**src/design/qbbs_pkg.sv**
```systemverilog
`default_nettype none
package qbbs_pkg;

  localparam int MAX_BANDS_DEF = 64;

  localparam int COORD_W   = 16;
  localparam int BAND_W    = 6;
  localparam int CNT_W     = 7;
  localparam int HGT_W     = 15;
  localparam int CFG_IDX_W = 2;
  localparam int CFG_DAT_W = 16;

  // register indexes
  localparam logic [CFG_IDX_W-1:0] REG_TOP_Y       = 2'd0;
  localparam logic [CFG_IDX_W-1:0] REG_BAND_COUNT  = 2'd1;
  localparam logic [CFG_IDX_W-1:0] REG_BAND_HEIGHT = 2'd2;

  localparam logic signed [COORD_W-1:0] TOP_Y_RST       = 16'sd0;
  localparam logic [CNT_W-1:0]          BAND_COUNT_RST  = 7'd1;
  localparam logic [HGT_W-1:0]          BAND_HEIGHT_RST = 15'd75;

  // t is Q0.16 with 1.0 encoded as 65536
  localparam int              T_W   = 17;
  localparam logic [T_W-1:0]  T_ONE = 17'h10000;

  typedef logic signed [COORD_W-1:0] coord_t;

  typedef struct packed {
    coord_t            sx;
    coord_t            sy;
    coord_t            cx;
    coord_t            cy;
    coord_t            ex;
    coord_t            ey;
    logic [BAND_W-1:0] band;
    logic              last;
  } piece_t;

  typedef enum logic [11:0] {
    S_IDLE   = 12'b0000_0000_0001,
    S_BLOAD  = 12'b0000_0000_0010,
    S_DECIDE = 12'b0000_0000_0100,
    S_EDGE   = 12'b0000_0000_1000,
    S_COEF   = 12'b0000_0001_0000,
    S_BB     = 12'b0000_0010_0000,
    S_AC     = 12'b0000_0100_0000,
    S_SQRT   = 12'b0000_1000_0000,
    S_NORM   = 12'b0001_0000_0000,
    S_DIV    = 12'b0010_0000_0000,
    S_INTERP = 12'b0100_0000_0000,
    S_EMIT   = 12'b1000_0000_0000
  } state_t;

endpackage
`default_nettype wire

```
**src/design/qbbs_if.sv**
```systemverilog
`default_nettype none
interface qbbs_in_if import qbbs_pkg::*; ();
  logic   valid;
  logic   ready;
  coord_t start_x;
  coord_t start_y;
  coord_t ctrl_x;
  coord_t ctrl_y;
  coord_t end_x;
  coord_t end_y;
  modport source (output valid, start_x, start_y, ctrl_x, ctrl_y, end_x, end_y,
                  input ready);
  modport sink (input valid, start_x, start_y, ctrl_x, ctrl_y, end_x, end_y,
                output ready);
endinterface

interface qbbs_out_if import qbbs_pkg::*; ();
  logic              valid;
  logic              ready;
  coord_t            piece_start_x;
  coord_t            piece_start_y;
  coord_t            piece_ctrl_x;
  coord_t            piece_ctrl_y;
  coord_t            piece_end_x;
  coord_t            piece_end_y;
  logic [BAND_W-1:0] band_index;
  logic              last_piece;
  modport source (output valid, piece_start_x, piece_start_y, piece_ctrl_x, piece_ctrl_y,
                  piece_end_x, piece_end_y, band_index, last_piece, input ready);
  modport sink (input valid, piece_start_x, piece_start_y, piece_ctrl_x, piece_ctrl_y,
                piece_end_x, piece_end_y, band_index, last_piece, output ready);
endinterface

interface qbbs_cfg_if import qbbs_pkg::*; ();
  logic                 valid;
  logic                 ready;
  logic [CFG_IDX_W-1:0] index;
  logic [CFG_DAT_W-1:0] data;
  modport source (output valid, index, data, input ready);
  modport sink (input valid, index, data, output ready);
endinterface
`default_nettype wire

```
**src/design/quadratic_bezier_band_splitter.sv**
```systemverilog
// A segment inside one band gives its item after two band divisions on the shared divider;
//   each further band crossed adds an edge solve (square root unless straight in y, then a
//   divide) and the multiply steps of the split.
// One segment at a time: in_ch.ready is high only while idle.
// The next segment may be accepted while the last piece still waits in the output register.
// Reset (rst_n low, synchronous): config back to top_y=0, band_count=1, band_height=75.
`default_nettype none
module quadratic_bezier_band_splitter import qbbs_pkg::*; #(
  parameter int MAX_BANDS = MAX_BANDS_DEF
) (
  input  logic       clk,
  input  logic       rst_n,
  qbbs_cfg_if.sink   cfg_ch,
  qbbs_in_if.sink    in_ch,
  qbbs_out_if.source out_ch
);

  localparam int DIV_N_W = 44;  // dividend width after scaling by 2^16
  localparam int DIV_D_W = 19;  // divisor magnitude width
  localparam int DIV_Q_W = 18;  // quotient bits produced
  localparam int SQ_W    = 48;  // discriminant width
  localparam int SQ_STEPS = SQ_W / 2;

  // ---------------------------------------------------------------------------
  // Configuration registers
  // ---------------------------------------------------------------------------
  coord_t           top_y_r;
  logic [CNT_W-1:0] band_count_r;
  logic [HGT_W-1:0] band_height_r;

  always_ff @(posedge clk) begin
    if (!rst_n) begin
      top_y_r       <= TOP_Y_RST;
      band_count_r  <= BAND_COUNT_RST;
      band_height_r <= BAND_HEIGHT_RST;
    end else if (cfg_ch.valid) begin
      case (cfg_ch.index)
        REG_TOP_Y:       top_y_r       <= coord_t'(cfg_ch.data);
        REG_BAND_COUNT:  band_count_r  <= cfg_ch.data[CNT_W-1:0];
        REG_BAND_HEIGHT: band_height_r <= cfg_ch.data[HGT_W-1:0];
        default: ;  // unknown index: ignored
      endcase
    end
  end

  assign cfg_ch.ready = 1'b1;

  // effective count saturated to 1..MAX_BANDS, zero height taken as 1
  logic [CNT_W-1:0]  cnt_eff;
  logic [BAND_W-1:0] band_max;
  logic [HGT_W-1:0]  h_eff;

  always_comb begin
    if (band_count_r == '0) cnt_eff = CNT_W'(1);
    else if (band_count_r > CNT_W'(MAX_BANDS)) cnt_eff = CNT_W'(MAX_BANDS);
    else cnt_eff = band_count_r;
    band_max = BAND_W'(cnt_eff - CNT_W'(1));
    h_eff    = (band_height_r == '0) ? HGT_W'(1) : band_height_r;
  end

  // ---------------------------------------------------------------------------
  // Sequencer state and working registers
  // ---------------------------------------------------------------------------
  state_t state_r;

  coord_t p_r [6];       // remaining piece: x0 y0 x1 y1 x2 y2
  piece_t pc_r;          // piece staged for output
  piece_t out_r;
  logic   out_valid_r;

  logic              band_sel_r;   // 0: top band lookup, 1: bottom band lookup
  logic [BAND_W-1:0] btop_r;
  logic [BAND_W-1:0] bbot_r;
  logic [BAND_W-1:0] cur_band_r;
  logic [BAND_W-1:0] end_band_r;
  logic              asc_r;        // end point lies above start point

  logic signed [23:0] edge_r;      // y of the band edge being cut
  logic signed [17:0] a_r;
  logic signed [17:0] b_r;
  logic signed [24:0] c_r;
  logic               s_r;
  logic signed [SQ_W-1:0] d_r;

  logic [SQ_W-1:0] sq_v_r;
  logic [SQ_W-1:0] sq_root_r;
  logic [SQ_W-1:0] sq_bit_r;
  logic [4:0]      cnt_r;

  logic signed [DIV_N_W-1:0] num_r;
  logic signed [19:0]        den_r;

  logic [DIV_D_W-1:0] dv_den_r;
  logic [DIV_D_W-1:0] dv_rem_r;
  logic [DIV_Q_W-1:0] dv_low_r;
  logic [DIV_Q_W-1:0] dv_q_r;
  logic               dv_band_r;   // divider serves a band lookup

  logic [T_W-1:0] t_r;
  logic           axis_r;          // 0: x, 1: y
  logic [2:0]     j_r;             // interpolation step within an axis
  logic signed [51:0] acc_r;
  logic signed [33:0] q0_r;
  logic signed [33:0] q1_r;
  logic signed [51:0] m_r;

  // ---------------------------------------------------------------------------
  // Rounding helpers, half away from zero
  // ---------------------------------------------------------------------------
  function automatic coord_t rnd_q16(input logic signed [33:0] v);
    logic [34:0] mag;
    logic [34:0] r;
    mag = v[33] ? 35'(-(35'(v))) : 35'(v);
    r   = (mag + 35'(32768)) >> 16;
    return v[33] ? coord_t'(-r[15:0]) : coord_t'(r[15:0]);
  endfunction

  function automatic coord_t rnd_q32(input logic signed [51:0] v);
    logic [52:0] mag;
    logic [52:0] r;
    mag = v[51] ? 53'(-(53'(v))) : 53'(v);
    r   = (mag + (53'(1) << 31)) >> 32;
    return v[51] ? coord_t'(-r[15:0]) : coord_t'(r[15:0]);
  endfunction

  // ---------------------------------------------------------------------------
  // Combinational helpers
  // ---------------------------------------------------------------------------
  coord_t y0, y2, ymax, ymin;
  assign y0   = p_r[1];
  assign y2   = p_r[5];
  assign ymax = (y2 > y0) ? y2 : y0;
  assign ymin = (y2 < y0) ? y2 : y0;

  // quadratic coefficients of the remaining piece against the edge
  logic signed [17:0] coef_a, coef_b;
  logic signed [24:0] coef_c;
  logic signed [19:0] lin_den;
  logic signed [DIV_N_W-1:0] lin_num;

  always_comb begin
    coef_a  = 18'(p_r[1]) - (18'(p_r[3]) <<< 1) + 18'(p_r[5]);
    coef_b  = (18'(p_r[3]) - 18'(p_r[1])) <<< 1;
    coef_c  = 25'(p_r[1]) - 25'(edge_r);
    lin_den = 20'(p_r[5]) - 20'(p_r[1]);
    lin_num = (DIV_N_W'(edge_r) - DIV_N_W'(p_r[1])) <<< 16;
  end

  // shared multiplier
  logic [T_W-1:0]     u_w;
  logic [2:0]         idx0, idx1, idx2;
  logic [CNT_W-1:0]   k_w;
  logic signed [33:0] mul_a;
  logic signed [17:0] mul_b;
  logic signed [51:0] mul_p;

  assign u_w  = T_ONE - t_r;
  assign idx0 = {2'b00, axis_r};
  assign idx1 = {2'b01, axis_r};
  assign idx2 = {2'b10, axis_r};
  assign k_w  = asc_r ? CNT_W'(cur_band_r) : CNT_W'(cur_band_r) + CNT_W'(1);

  always_comb begin
    mul_a = '0;
    mul_b = '0;
    case (state_r)
      S_EDGE: begin
        mul_a = $signed({19'b0, h_eff});
        mul_b = $signed({11'b0, k_w});
      end
      S_BB: begin
        mul_a = 34'(b_r);
        mul_b = b_r;
      end
      S_AC: begin
        mul_a = 34'(c_r);
        mul_b = a_r;
      end
      S_INTERP: begin
        case (j_r)
          3'd0: begin mul_a = 34'(p_r[idx0]); mul_b = $signed({1'b0, u_w}); end
          3'd1: begin mul_a = 34'(p_r[idx1]); mul_b = $signed({1'b0, t_r}); end
          3'd2: begin mul_a = 34'(p_r[idx1]); mul_b = $signed({1'b0, u_w}); end
          3'd3: begin mul_a = 34'(p_r[idx2]); mul_b = $signed({1'b0, t_r}); end
          3'd4: begin mul_a = q0_r;           mul_b = $signed({1'b0, u_w}); end
          3'd5: begin mul_a = q1_r;           mul_b = $signed({1'b0, t_r}); end
          default: ;
        endcase
      end
      default: ;
    endcase
  end

  assign mul_p = mul_a * mul_b;

  // band lookup dividend: top_y - y, negative gives band 0
  logic signed [16:0] band_a;
  assign band_a = 17'(top_y_r) - 17'(band_sel_r ? ymin : ymax);

  // discriminant after the a*c product
  logic signed [SQ_W-1:0] disc_w;
  assign disc_w = d_r - (SQ_W'(mul_p) <<< 2);

  // square root step
  logic [SQ_W-1:0] sq_try;
  assign sq_try = sq_root_r + sq_bit_r;

  // root applied with the direction sign
  logic signed [25:0] root_s, root_sum;
  assign root_s   = s_r ? 26'(sq_root_r[23:0]) : -26'(sq_root_r[23:0]);
  assign root_sum = root_s - 26'(b_r);

  // sign normalization of the t division
  logic signed [19:0]        den_fix;
  logic signed [DIV_N_W-1:0] num_fix;
  logic [DIV_D_W-1:0]        den_abs;
  logic [DIV_N_W-1:0]        num_rnd;
  assign den_fix = den_r[19] ? -den_r : den_r;
  assign num_fix = den_r[19] ? -num_r : num_r;
  assign den_abs = den_fix[DIV_D_W-1:0];
  assign num_rnd = DIV_N_W'(num_fix) + DIV_N_W'(den_abs >> 1);

  // divider load and step
  logic [DIV_N_W-1:0] dv_n;
  logic [DIV_D_W-1:0] dv_d;
  logic [DIV_N_W-DIV_Q_W-1:0] dv_hi;
  logic               dv_sat;
  logic [DIV_D_W:0]   dv_trial;
  logic               dv_ge;

  always_comb begin
    if (state_r == S_BLOAD) begin
      dv_n = band_a[16] ? '0 : DIV_N_W'(band_a[15:0]);
      dv_d = DIV_D_W'(h_eff);
    end else begin
      dv_n = num_rnd;
      dv_d = den_abs;
    end
    dv_hi    = dv_n[DIV_N_W-1:DIV_Q_W];
    dv_sat   = dv_hi >= (DIV_N_W-DIV_Q_W)'(dv_d);
    dv_trial = {dv_rem_r, dv_low_r[DIV_Q_W-1]};
    dv_ge    = dv_trial >= {1'b0, dv_den_r};
  end

  logic [BAND_W-1:0] band_q;
  assign band_q = (dv_q_r > DIV_Q_W'(band_max)) ? band_max : dv_q_r[BAND_W-1:0];

  logic [BAND_W-1:0] next_band;
  assign next_band = asc_r ? cur_band_r - BAND_W'(1) : cur_band_r + BAND_W'(1);

  logic out_load;
  assign out_load = (state_r == S_EMIT) && (!out_valid_r || out_ch.ready);

  // ---------------------------------------------------------------------------
  // Sequencer
  // ---------------------------------------------------------------------------
  always_ff @(posedge clk) begin
    if (!rst_n) begin
      state_r <= S_IDLE;
    end else begin
      case (state_r)
        S_IDLE: begin
          if (in_ch.valid) begin
            p_r[0] <= in_ch.start_x;
            p_r[1] <= in_ch.start_y;
            p_r[2] <= in_ch.ctrl_x;
            p_r[3] <= in_ch.ctrl_y;
            p_r[4] <= in_ch.end_x;
            p_r[5] <= in_ch.end_y;
            band_sel_r <= 1'b0;
            state_r <= S_BLOAD;
          end
        end

        // band of the higher, then the lower end point
        S_BLOAD: begin
          dv_band_r <= 1'b1;
          dv_den_r  <= dv_d;
          dv_rem_r  <= dv_hi[DIV_D_W-1:0];
          dv_low_r  <= dv_n[DIV_Q_W-1:0];
          dv_q_r    <= '0;
          cnt_r     <= 5'(DIV_Q_W);
          state_r   <= S_DIV;
        end

        S_DECIDE: begin
          asc_r      <= y2 > y0;
          cur_band_r <= (y2 > y0) ? bbot_r : btop_r;
          end_band_r <= (y2 > y0) ? btop_r : bbot_r;
          if (btop_r == bbot_r) begin
            // whole segment in one band
            pc_r    <= '{p_r[0], p_r[1], p_r[2], p_r[3], p_r[4], p_r[5], btop_r, 1'b1};
            state_r <= S_EMIT;
          end else begin
            state_r <= S_EDGE;
          end
        end

        S_EDGE: begin
          edge_r  <= 24'(top_y_r) - 24'(mul_p);
          axis_r  <= 1'b0;
          j_r     <= '0;
          state_r <= S_COEF;
        end

        S_COEF: begin
          a_r <= coef_a;
          b_r <= coef_b;
          c_r <= coef_c;
          s_r <= p_r[5] >= p_r[1];
          if (coef_a == '0) begin
            // straight in y: linear solve
            num_r <= lin_num;
            den_r <= lin_den;
            if (lin_den == '0) begin
              t_r     <= '0;
              state_r <= S_INTERP;
            end else begin
              state_r <= S_NORM;
            end
          end else begin
            state_r <= S_BB;
          end
        end

        S_BB: begin
          d_r     <= SQ_W'(mul_p);
          state_r <= S_AC;
        end

        S_AC: begin
          sq_v_r    <= disc_w[SQ_W-1] ? '0 : SQ_W'(disc_w);
          sq_root_r <= '0;
          sq_bit_r  <= SQ_W'(1) << (SQ_W - 2);
          cnt_r     <= 5'(SQ_STEPS);
          state_r   <= S_SQRT;
        end

        // one root bit per cycle
        S_SQRT: begin
          if (cnt_r == '0) begin
            num_r   <= DIV_N_W'(root_sum) <<< 16;
            den_r   <= 20'(a_r) <<< 1;
            state_r <= S_NORM;
          end else begin
            if (sq_v_r >= sq_try) begin
              sq_v_r    <= sq_v_r - sq_try;
              sq_root_r <= (sq_root_r >> 1) + sq_bit_r;
            end else begin
              sq_root_r <= sq_root_r >> 1;
            end
            sq_bit_r <= sq_bit_r >> 2;
            cnt_r    <= cnt_r - 5'd1;
          end
        end

        S_NORM: begin
          if (num_fix <= 0) begin
            t_r     <= '0;
            state_r <= S_INTERP;
          end else begin
            dv_band_r <= 1'b0;
            dv_den_r  <= dv_d;
            dv_rem_r  <= dv_hi[DIV_D_W-1:0];
            dv_low_r  <= dv_n[DIV_Q_W-1:0];
            // a quotient of 2^18 or more saturates at once
            dv_q_r    <= dv_sat ? '1 : '0;
            cnt_r     <= dv_sat ? 5'd0 : 5'(DIV_Q_W);
            state_r   <= S_DIV;
          end
        end

        // restoring divide, one quotient bit per cycle
        S_DIV: begin
          if (cnt_r == '0) begin
            if (dv_band_r) begin
              if (!band_sel_r) begin
                btop_r     <= band_q;
                band_sel_r <= 1'b1;
                state_r    <= S_BLOAD;
              end else begin
                bbot_r  <= band_q;
                state_r <= S_DECIDE;
              end
            end else begin
              t_r     <= (dv_q_r > DIV_Q_W'(T_ONE)) ? T_ONE : dv_q_r[T_W-1:0];
              state_r <= S_INTERP;
            end
          end else begin
            dv_rem_r <= dv_ge ? DIV_D_W'(dv_trial - {1'b0, dv_den_r}) : dv_trial[DIV_D_W-1:0];
            dv_q_r   <= {dv_q_r[DIV_Q_W-2:0], dv_ge};
            dv_low_r <= dv_low_r << 1;
            cnt_r    <= cnt_r - 5'd1;
          end
        end

        // de Casteljau per axis: q0, q1, then m
        S_INTERP: begin
          case (j_r)
            3'd0, 3'd2, 3'd4: acc_r <= mul_p;
            3'd1:             q0_r  <= 34'(acc_r + mul_p);
            3'd3:             q1_r  <= 34'(acc_r + mul_p);
            3'd5:             m_r   <= acc_r + mul_p;
            default: ;
          endcase
          if (j_r == 3'd6) begin
            if (!axis_r) begin
              pc_r.sx <= p_r[idx0];
              pc_r.cx <= rnd_q16(q0_r);
              pc_r.ex <= rnd_q32(m_r);
            end else begin
              pc_r.sy <= p_r[idx0];
              pc_r.cy <= rnd_q16(q0_r);
              pc_r.ey <= rnd_q32(m_r);
            end
            p_r[idx0] <= rnd_q32(m_r);
            p_r[idx1] <= rnd_q16(q1_r);
            j_r       <= '0;
            axis_r    <= 1'b1;
            if (axis_r) begin
              pc_r.band <= cur_band_r;
              pc_r.last <= 1'b0;
              state_r   <= S_EMIT;
            end
          end else begin
            j_r <= j_r + 3'd1;
          end
        end

        S_EMIT: begin
          if (out_load) begin
            if (pc_r.last) begin
              state_r <= S_IDLE;
            end else begin
              cur_band_r <= next_band;
              if (next_band == end_band_r) begin
                // what is left is the final piece
                pc_r    <= '{p_r[0], p_r[1], p_r[2], p_r[3], p_r[4], p_r[5], end_band_r, 1'b1};
              end else begin
                state_r <= S_EDGE;
              end
            end
          end
        end

        default: state_r <= S_IDLE;
      endcase
    end
  end

  assign in_ch.ready = (state_r == S_IDLE);

  // ---------------------------------------------------------------------------
  // Output register
  // ---------------------------------------------------------------------------
  always_ff @(posedge clk) begin
    if (!rst_n) begin
      out_valid_r <= 1'b0;
    end else if (out_load) begin
      out_valid_r <= 1'b1;
    end else if (out_ch.ready) begin
      out_valid_r <= 1'b0;
    end
  end

  always_ff @(posedge clk) begin
    if (out_load) begin
      out_r <= pc_r;
    end
  end

  assign out_ch.valid         = out_valid_r;
  assign out_ch.piece_start_x = out_r.sx;
  assign out_ch.piece_start_y = out_r.sy;
  assign out_ch.piece_ctrl_x  = out_r.cx;
  assign out_ch.piece_ctrl_y  = out_r.cy;
  assign out_ch.piece_end_x   = out_r.ex;
  assign out_ch.piece_end_y   = out_r.ey;
  assign out_ch.band_index    = out_r.band;
  assign out_ch.last_piece    = out_r.last;

endmodule
`default_nettype wire

```
**src/flat_wrapper.sv**
```systemverilog
// flat-port wrapper written by rule: the top's interface ports become plain ports
module quadratic_bezier_band_splitter_flat import qbbs_pkg::*;
#(
  parameter int MAX_BANDS = MAX_BANDS_DEF
)
  (clk, rst_n, cfg_ch_valid, cfg_ch_index, cfg_ch_data, cfg_ch_ready, in_ch_valid, in_ch_start_x, in_ch_start_y, in_ch_ctrl_x, in_ch_ctrl_y, in_ch_end_x, in_ch_end_y, in_ch_ready, out_ch_valid, out_ch_piece_start_x, out_ch_piece_start_y, out_ch_piece_ctrl_x, out_ch_piece_ctrl_y, out_ch_piece_end_x, out_ch_piece_end_y, out_ch_band_index, out_ch_last_piece, out_ch_ready);
  qbbs_cfg_if cfg_ch_i ();
  qbbs_in_if in_ch_i ();
  qbbs_out_if out_ch_i ();
  input  logic clk;
  input  logic rst_n;
  input wire logic [$bits(cfg_ch_i.valid)-1:0] cfg_ch_valid;
  input wire logic [$bits(cfg_ch_i.index)-1:0] cfg_ch_index;
  input wire logic [$bits(cfg_ch_i.data)-1:0] cfg_ch_data;
  output wire logic [$bits(cfg_ch_i.ready)-1:0] cfg_ch_ready;
  input wire logic [$bits(in_ch_i.valid)-1:0] in_ch_valid;
  input wire logic [$bits(in_ch_i.start_x)-1:0] in_ch_start_x;
  input wire logic [$bits(in_ch_i.start_y)-1:0] in_ch_start_y;
  input wire logic [$bits(in_ch_i.ctrl_x)-1:0] in_ch_ctrl_x;
  input wire logic [$bits(in_ch_i.ctrl_y)-1:0] in_ch_ctrl_y;
  input wire logic [$bits(in_ch_i.end_x)-1:0] in_ch_end_x;
  input wire logic [$bits(in_ch_i.end_y)-1:0] in_ch_end_y;
  output wire logic [$bits(in_ch_i.ready)-1:0] in_ch_ready;
  output wire logic [$bits(out_ch_i.valid)-1:0] out_ch_valid;
  output wire logic [$bits(out_ch_i.piece_start_x)-1:0] out_ch_piece_start_x;
  output wire logic [$bits(out_ch_i.piece_start_y)-1:0] out_ch_piece_start_y;
  output wire logic [$bits(out_ch_i.piece_ctrl_x)-1:0] out_ch_piece_ctrl_x;
  output wire logic [$bits(out_ch_i.piece_ctrl_y)-1:0] out_ch_piece_ctrl_y;
  output wire logic [$bits(out_ch_i.piece_end_x)-1:0] out_ch_piece_end_x;
  output wire logic [$bits(out_ch_i.piece_end_y)-1:0] out_ch_piece_end_y;
  output wire logic [$bits(out_ch_i.band_index)-1:0] out_ch_band_index;
  output wire logic [$bits(out_ch_i.last_piece)-1:0] out_ch_last_piece;
  input wire logic [$bits(out_ch_i.ready)-1:0] out_ch_ready;
  assign cfg_ch_i.valid = cfg_ch_valid;
  assign cfg_ch_i.index = cfg_ch_index;
  assign cfg_ch_i.data = cfg_ch_data;
  assign cfg_ch_ready = cfg_ch_i.ready;
  assign in_ch_i.valid = in_ch_valid;
  assign in_ch_i.start_x = in_ch_start_x;
  assign in_ch_i.start_y = in_ch_start_y;
  assign in_ch_i.ctrl_x = in_ch_ctrl_x;
  assign in_ch_i.ctrl_y = in_ch_ctrl_y;
  assign in_ch_i.end_x = in_ch_end_x;
  assign in_ch_i.end_y = in_ch_end_y;
  assign in_ch_ready = in_ch_i.ready;
  assign out_ch_valid = out_ch_i.valid;
  assign out_ch_piece_start_x = out_ch_i.piece_start_x;
  assign out_ch_piece_start_y = out_ch_i.piece_start_y;
  assign out_ch_piece_ctrl_x = out_ch_i.piece_ctrl_x;
  assign out_ch_piece_ctrl_y = out_ch_i.piece_ctrl_y;
  assign out_ch_piece_end_x = out_ch_i.piece_end_x;
  assign out_ch_piece_end_y = out_ch_i.piece_end_y;
  assign out_ch_band_index = out_ch_i.band_index;
  assign out_ch_last_piece = out_ch_i.last_piece;
  assign out_ch_i.ready = out_ch_ready;
  quadratic_bezier_band_splitter #(.MAX_BANDS(MAX_BANDS)) u_core (.clk(clk), .rst_n(rst_n), .cfg_ch(cfg_ch_i), .in_ch(in_ch_i), .out_ch(out_ch_i));
endmodule
```
**config.mk**
```make
export PLATFORM = sky130hd
export DESIGN_NAME = quadratic_bezier_band_splitter_flat
export DESIGN_NICKNAME = d
export VERILOG_FILES = /design/src/design/qbbs_pkg.sv /design/src/design/qbbs_if.sv /design/src/design/quadratic_bezier_band_splitter.sv /design/src/flat_wrapper.sv
export SDC_FILE = /design/constraint.sdc
export NUM_CORES = 2
export LEC_CHECK = 0
export BUFFER_PORTS_ARGS = -buffer_cell sky130_fd_sc_hd__buf_2
export CORE_UTILIZATION = 55
export DETAILED_ROUTE_END_ITERATION = 10
export PLACE_DENSITY = 0.73
export SLEW_MARGIN = 5
export SYNTH_ARGS = -nofsm -noshare
export SYNTH_HDL_FRONTEND = slang
export SYNTH_SLANG_ARGS = --single-unit
```
**constraint.sdc**
```tcl
create_clock -name clk -period 11.6 [get_ports clk]
set_input_delay 2.32 -clock clk [delete_from_list [all_inputs] [get_ports clk]]
set_output_delay 2.32 -clock clk [all_outputs]
set_load 0.02 [all_outputs]
```
* Yosys cells after proc, flatten, opt, wreduce, memory -nomap -nowiden
Memories as Yosys holds them, arrays and structs flattened. A register that Yosys moved wholly into a read port is not among the register bits.
Index checks and enable logic that the tools add are counted.
W data, S select, Z words.
** Word-level totals
- Flip-flop bits (word level) :: 897
- Memory bits (writable) :: 96
- Memories :: 1
- Bits of input ports :: 119
** Cells by class
- Muxes and demuxes :: 126
- Reduce and logical (&&, ||, !) cells :: 55
- Eq/ne operators :: 43
- Add/sub/neg operators :: 35
- Order comparisons :: 10
- Bitwise gates (word level) :: 1
- $mul :: 1
** Memories
- u_core.p_r :: words 6, width 16, read ports 9, clocked after memory_dff 3, write ports 6, line quadratic_bezier_band_splitter.sv:66 : coord_t p_r [6];
** Operators by type and width (count)
- $mux W103 :: 5
- $pmux W103 S3 :: 1
- $mux W48 :: 6
- $pmux W48 S2 :: 3
- $mux W16 :: 14
- $mux W44 :: 4
- $pmux W34 S5 :: 1
- $pmux W12 S12 :: 1
- $pmux W34 S4 :: 1
- $mux W17 :: 7
- $mux W19 :: 6
- $mux W12 :: 9
- $pmux W18 S3 :: 2
- $sub A48 B48 Y48 :: 2
- $mux W18 :: 5
- $pmux W44 S2 :: 1
- $pmux W18 S4 :: 1
- $add A32 B16 Y32 const B :: 2
- $mux W32 :: 2
- $neg A32 Y32 :: 2
- $pmux W19 S3 :: 1
- $add A52 B52 Y52 :: 1
- $mul A34 B18 Y52 :: 1
- $pmux W17 S3 :: 1
- 96 further kinds :: 192

* Logic depth before layout (Yosys ltp)
An unclocked memory read counts as a cell.
- Word-level depth :: 11
- Depth in mapped cells :: 50

* Least setup slack after synthesis
OpenSTA, ideal clock, no wires.
- Kind :: register to register
- Start point :: register u_core.j_r[2]
- End point :: register u_core.sq_v_r[35] (data pin)
- Slack :: 196 ps
- Path buffers :: 7
- Period minus slack after synthesis :: 11404 ps
- Stages on the path, launching flop included :: 49
- Arrival :: 11132 ps
- Path through :: edfxtp_1 clkbuf_1 inv_1 clkbuf_1 ha_1 clkbuf_1 a222oi_1 mux2i_1 clkbuf_1 a221oi_1 o21ai_1 clkbuf_1 nand2_1 fa_1 inv_1 fa_1 fa_1 inv_1 [... 13 more ...] xnor2_1 inv_1 ha_1 a22oi_1 o211ai_1 a2111oi_0 o211ai_1 a211o_1 o21ai_1 o211ai_1 a221oi_1 a2bb2oi_1 a21o_1 o211ai_1 xnor2_1 buf_2 buf_2 o22ai_1
** On the way
- Longest elaborated chain between the ends :: 8
** RTL lines
- start, declared :: line quadratic_bezier_band_splitter.sv:101 : logic [2:0] j_r;
- start signal, assigned :: line quadratic_bezier_band_splitter.sv:426 : j_r <= j_r + 3'd1;
- $eq A3 B2 Y1, or another cell as far along :: line quadratic_bezier_band_splitter.sv:180 : case (j_r)
- $reduce_or A2 Y1 (no source line) or $reduce_or A3 Y1 (tied branches)
- $pmux W34 S5 or $pmux W17 S2 (tied branches) :: line quadratic_bezier_band_splitter.sv:180
- $pmux W34 S4 or $pmux W18 S4 (tied branches) :: line quadratic_bezier_band_splitter.sv:166 : case (state_r)
- $mul A34 B18 Y52 * :: line quadratic_bezier_band_splitter.sv:194 : assign mul_p = mul_a * mul_b;
- named net u_core.mul_p[19] :: line quadratic_bezier_band_splitter.sv:155 : logic signed [51:0] mul_p;
- $sub A48 B48 Y48 * :: line quadratic_bezier_band_splitter.sv:202 : assign disc_w = d_r - (SQ_W'(mul_p) <<< 2);
- $mux W47 * :: line quadratic_bezier_band_splitter.sv:332 : sq_v_r <= disc_w[SQ_W-1] ? '0 : SQ_W'(disc_w);
- $pmux W48 S2 * :: line quadratic_bezier_band_splitter.sv:261 : case (state_r)
- end signal, assigned :: line quadratic_bezier_band_splitter.sv:332
- end signal, assigned :: line quadratic_bezier_band_splitter.sv:347 : sq_v_r <= sq_v_r - sq_try;
- end, declared :: line quadratic_bezier_band_splitter.sv:85 : logic [SQ_W-1:0] sq_v_r;
Mark *: on every way through the listed nets, which the timed path passes. The rest lies on a longest branch.
A chain may end at the register's enable or synchronous reset.

* Worst setup path in the final report
- Start point :: register u_core.j_r[1]
- End point :: register u_core.sq_v_r[39] (data pin)
The elaborated chain is that of the path after synthesis.

==> results.cfg <==
[setup_path]
worst_setup_path_start_kind = flop
rr_endpoint = u_core.sq_v_r[39]
critical_path_class = flop to flop
r2r_setup_slack_ps = 200
r2r_start = u_core.j_r[1]
cp_data_required_time_ps = 12020
end_kind = flop
critPathMaxStageDelay_ps = 810
r2r_cells = 44
worst_ep_arrival_time_ps = 11810
slowest_stage = a221oi_1
path_max_fanout = 12

[logic_synthesis]
synth_nets = 10200
synthesis.instances = 8920
synthDistinctLibCells = 105
ys_async_sr_fraction = 0
ys.flop_type = edfxtp_1
yosys_warnings = 0
synth_edf_count = 896
seq_area_frac_synth = 0.331
ys_seq_elements = 948
syn_area_um2 = 84500
avgSynthCellArea_um2 = 9.47

[layout]
stdcell_count = 11400
fin_util = 0.618
drive_above_1_share = 0.109
syn_to_final_growth_pct = 11.5
fin_nets = 10500

[clock_tree]
cts_tree = yes
root_buffer = clkbuf_16
clk_path_buf_depth = 3
htree_levels = 3
clock_latency_ps = 780
cts.sinks = 948
clk_pin_slew_worst_paths_ps = 60
cts_buffers = 107

[die]
die_width_um = 394
io_pins = 225
initial_core_util = 0.555
die-area_um2 = 155000
core_um2 = 152000
rows = 143
fp.dieH_um = 394

[global_routing]
grtUsageMet3 = 0.0629
use_met2 = 0.532
grt_pass1_vias = 67200
grt_pass1_wl_mm = 403
gr-total-overflow = 0
grt_max_degree = 81
track_usage = 0.341
grt_use_met1 = 0.435
busiest_layer = met2
grt_antenna_before_repair = 11

[sta]
setup_viol = 0
whs_ps = 400
skew_ps = 79.7
final.period_utilization = 0.982
fmax_mhz = 87.7
setup-tns-final_ps = 0
relSlewSlack = 0.113
slew_violations = 0
hold_viol = 0
min_period_ps = 11400
worst_pin_slew_ps = 1320

[detailed_routing]
detail_route.wl_per_cell_um = 23.7
first_iter_violations = 6966
route.detailed.drc = 0
dr_total_vias = 69400
antenna_left = 0
routed_wirelength_mm = 269
drt_first_pass_iters = 7
drt-vias-per-instance = 6.11

[hold_path]
hold_end = u_core.out_ch.piece_ctrl_x[11]
hold_depth = 0
hp-start = u_core.pc_r[66]
min_path_type = flop to flop

[placed_design]
io_buffers = 223
place_hpwl_mm = 214
place_congestion = 1.02
dpl.cell_count = 11100

[outcome]
status = completed

[pwr]
p_leak_nw = 40.1
report.power.total_mw = 8.97
irDropWorstVdd_uv = 153
p_per_area_nw_per_um2 = 95.3

[job]
cap_violations = 0
[sequential cells by signal, summed over array words and instances, names as in the netlist, 17 cells and up, named ones only]
register / count
u_core.dv_den_r: 19
u_core.dv_q_r: 18
u_core.num_r: 26
u_core.p_r: 96
u_core.q1_r: 34
u_core.sq_root_r: 48
u_core.dv_rem_r: 19
u_core.acc_r: 52
u_core.a_r: 18
u_core.t_r: 17
u_core.den_r: 19
u_core.m_r: 49
u_core.pc_r: 103
u_core.edge_r: 24
u_core.q0_r: 34
u_core.c_r: 25
u_core.sq_v_r: 48
u_core.b_r: 17
u_core.sq_bit_r: 24
u_core.dv_low_r: 18
u_core.d_r: 48
[cell type report]
class | instances | area (µm²)
well taps | 2030 | 2540
inverters | 1036 | 3890
repair buffers | 574 | 4050
fillers | 12500 | 58100
clock inverters | 72 | 841
multi-input cells | 6568 | 52100
flip-flops and latches | 948 | 28000
clock buffers | 127 | 2750
diodes | 2 | 5.00
[layer usage]
layer	share of wire	wire [µm]
met5	0.00023	62
met4	0.079	21200
met3	0.092	24800
met2	0.45	121000
met1	0.38	102000
[cell families (layout without fill, tap and decap cells)]
kind of cell / count (synthesis) / in the layout / synth area share
mux: 130 / 130 / 0.0160
other cells: 1 / 3 / 0.0000444
buf+inv: 1405 / 1809 / 0.0631
xor+xnor: 589 / 589 / 0.0614
flops: 948 / 948 / 0.331
compound gates: 1915 / 1916 / 0.147
simple gates: 2769 / 2769 / 0.155
fa+ha+maj: 1163 / 1163 / 0.227
[worst max-delay path: cells and delay by family, from the launching register on]
kind                     cells  cell delay [ps]
XOR/XNOR                     2              390
AND/OR/NAND/NOR              7             1370
AO/OA/AOI/OAI               12             3220
multiplexers                 1              120
adder cells (fa/ha/maj)     10             3940
buffers and inverters       12             1540
flip-flops                   1              420
[cell usage in the layout, fill, tap and decap left out, types with 33 or more instances in the layout]
cell type and count:
and2_1 201, a21oi_1 374, a21boi_0 84, dfxtp_1 46, nand2_1 1152, a22oi_1 45
a211oi_1 65, ha_1 531, edfxtp_1 896, nand3_1 119, nor2b_1 100, or3_1 56
clkbuf_16 111, fa_1 604, nor4_1 47, inv_1 1031, a31oi_1 89, nor2_1 541
or2_2 35, o21ai_0 456, nand2b_1 103, mux2_2 41, buf_2 223, mux2i_1 87
o31ai_1 59, o22ai_1 46, o21bai_1 54, o211ai_1 33, xor2_1 252, and3_1 55
buf_4 313, a21o_1 195, o21a_1 61, xnor2_1 326, nor3_1 130, nand4_1 58
[where the power goes]
group          total, mW  switching (mW)  internal, mW
Combinational       1.53           0.962         0.565
Clock               3.51            1.53          1.98
Sequential          3.94          0.0602          3.88
Total               8.97            2.55          6.42
[synth_stat cells, drive strengths merged (22+ instances only)]
cell,count,area (µm²)
nand4,59,375
xnor2,332,2910
nand2,1159,4350
o21bai,54,405
mux2,42,473
or4,22,173
a211oi,72,551
edfxtp,896,26900
ha,545,6820
a21oi,387,1950
o41ai,30,304
a22o,23,201
mux2i,88,881
o22ai,46,288
o211ai,33,248
fa,614,12300
a221oi,41,359
a21boi,87,653
o31ai,65,488
nor4,53,374
a31oi,91,569
buf,34,181
nor2b,103,644
nand2b,104,651
a21o,196,1470
clkbuf,335,1260
xor2,255,2230
dfxtp,52,1040
nand3,119,596
nor3,135,686
inv,1034,3880
o21ai,513,2570
o21a,63,473
nor3b,32,245
or3,59,374
and2,205,1280
a22oi,46,345
and3,58,363
or2,37,231
nor2,549,2060
[worst max-delay path by stage]
stage	startpoint	to	slack, ps	cells after the start
2_1_floorplan	u_core.j_r[2]	u_core.sq_v_r[35]	200	48
3_3_place_gp	u_core.state_r[5]	u_core.m_r[51]	40	42
3_5_place_dp	u_core.state_r[2]	u_core.sq_v_r[7]	-200	44
4_1_cts	u_core.t_r[4]	u_core.sq_v_r[30]	5	45
5_1_grt	u_core.j_r[1]	u_core.m_r[51]	-190	45
6_report	u_core.j_r[1]	u_core.sq_v_r[39]	200	44
[stage by stage]
step / setup WS [ps] / area [µm²]
global placement: 35.1 / 89400
floorplan: 196 / 84500
detailed placement: -199 / 89400
global route: -193 / 94100
finish: 203 / 94100
CTS: 4.67 / 93100
[timing repair]
item | 4_1_cts | 5_1_grt
buffers inserted | 2 | 38
pin swaps | 3 | 41
cloned | 1 | 5
hold buffers | 0 | 0
gates resized for setup | 22 | 158
setup endpoints to repair | 49 | 59
Note: power is estimated with default switching activity, not from simulation.
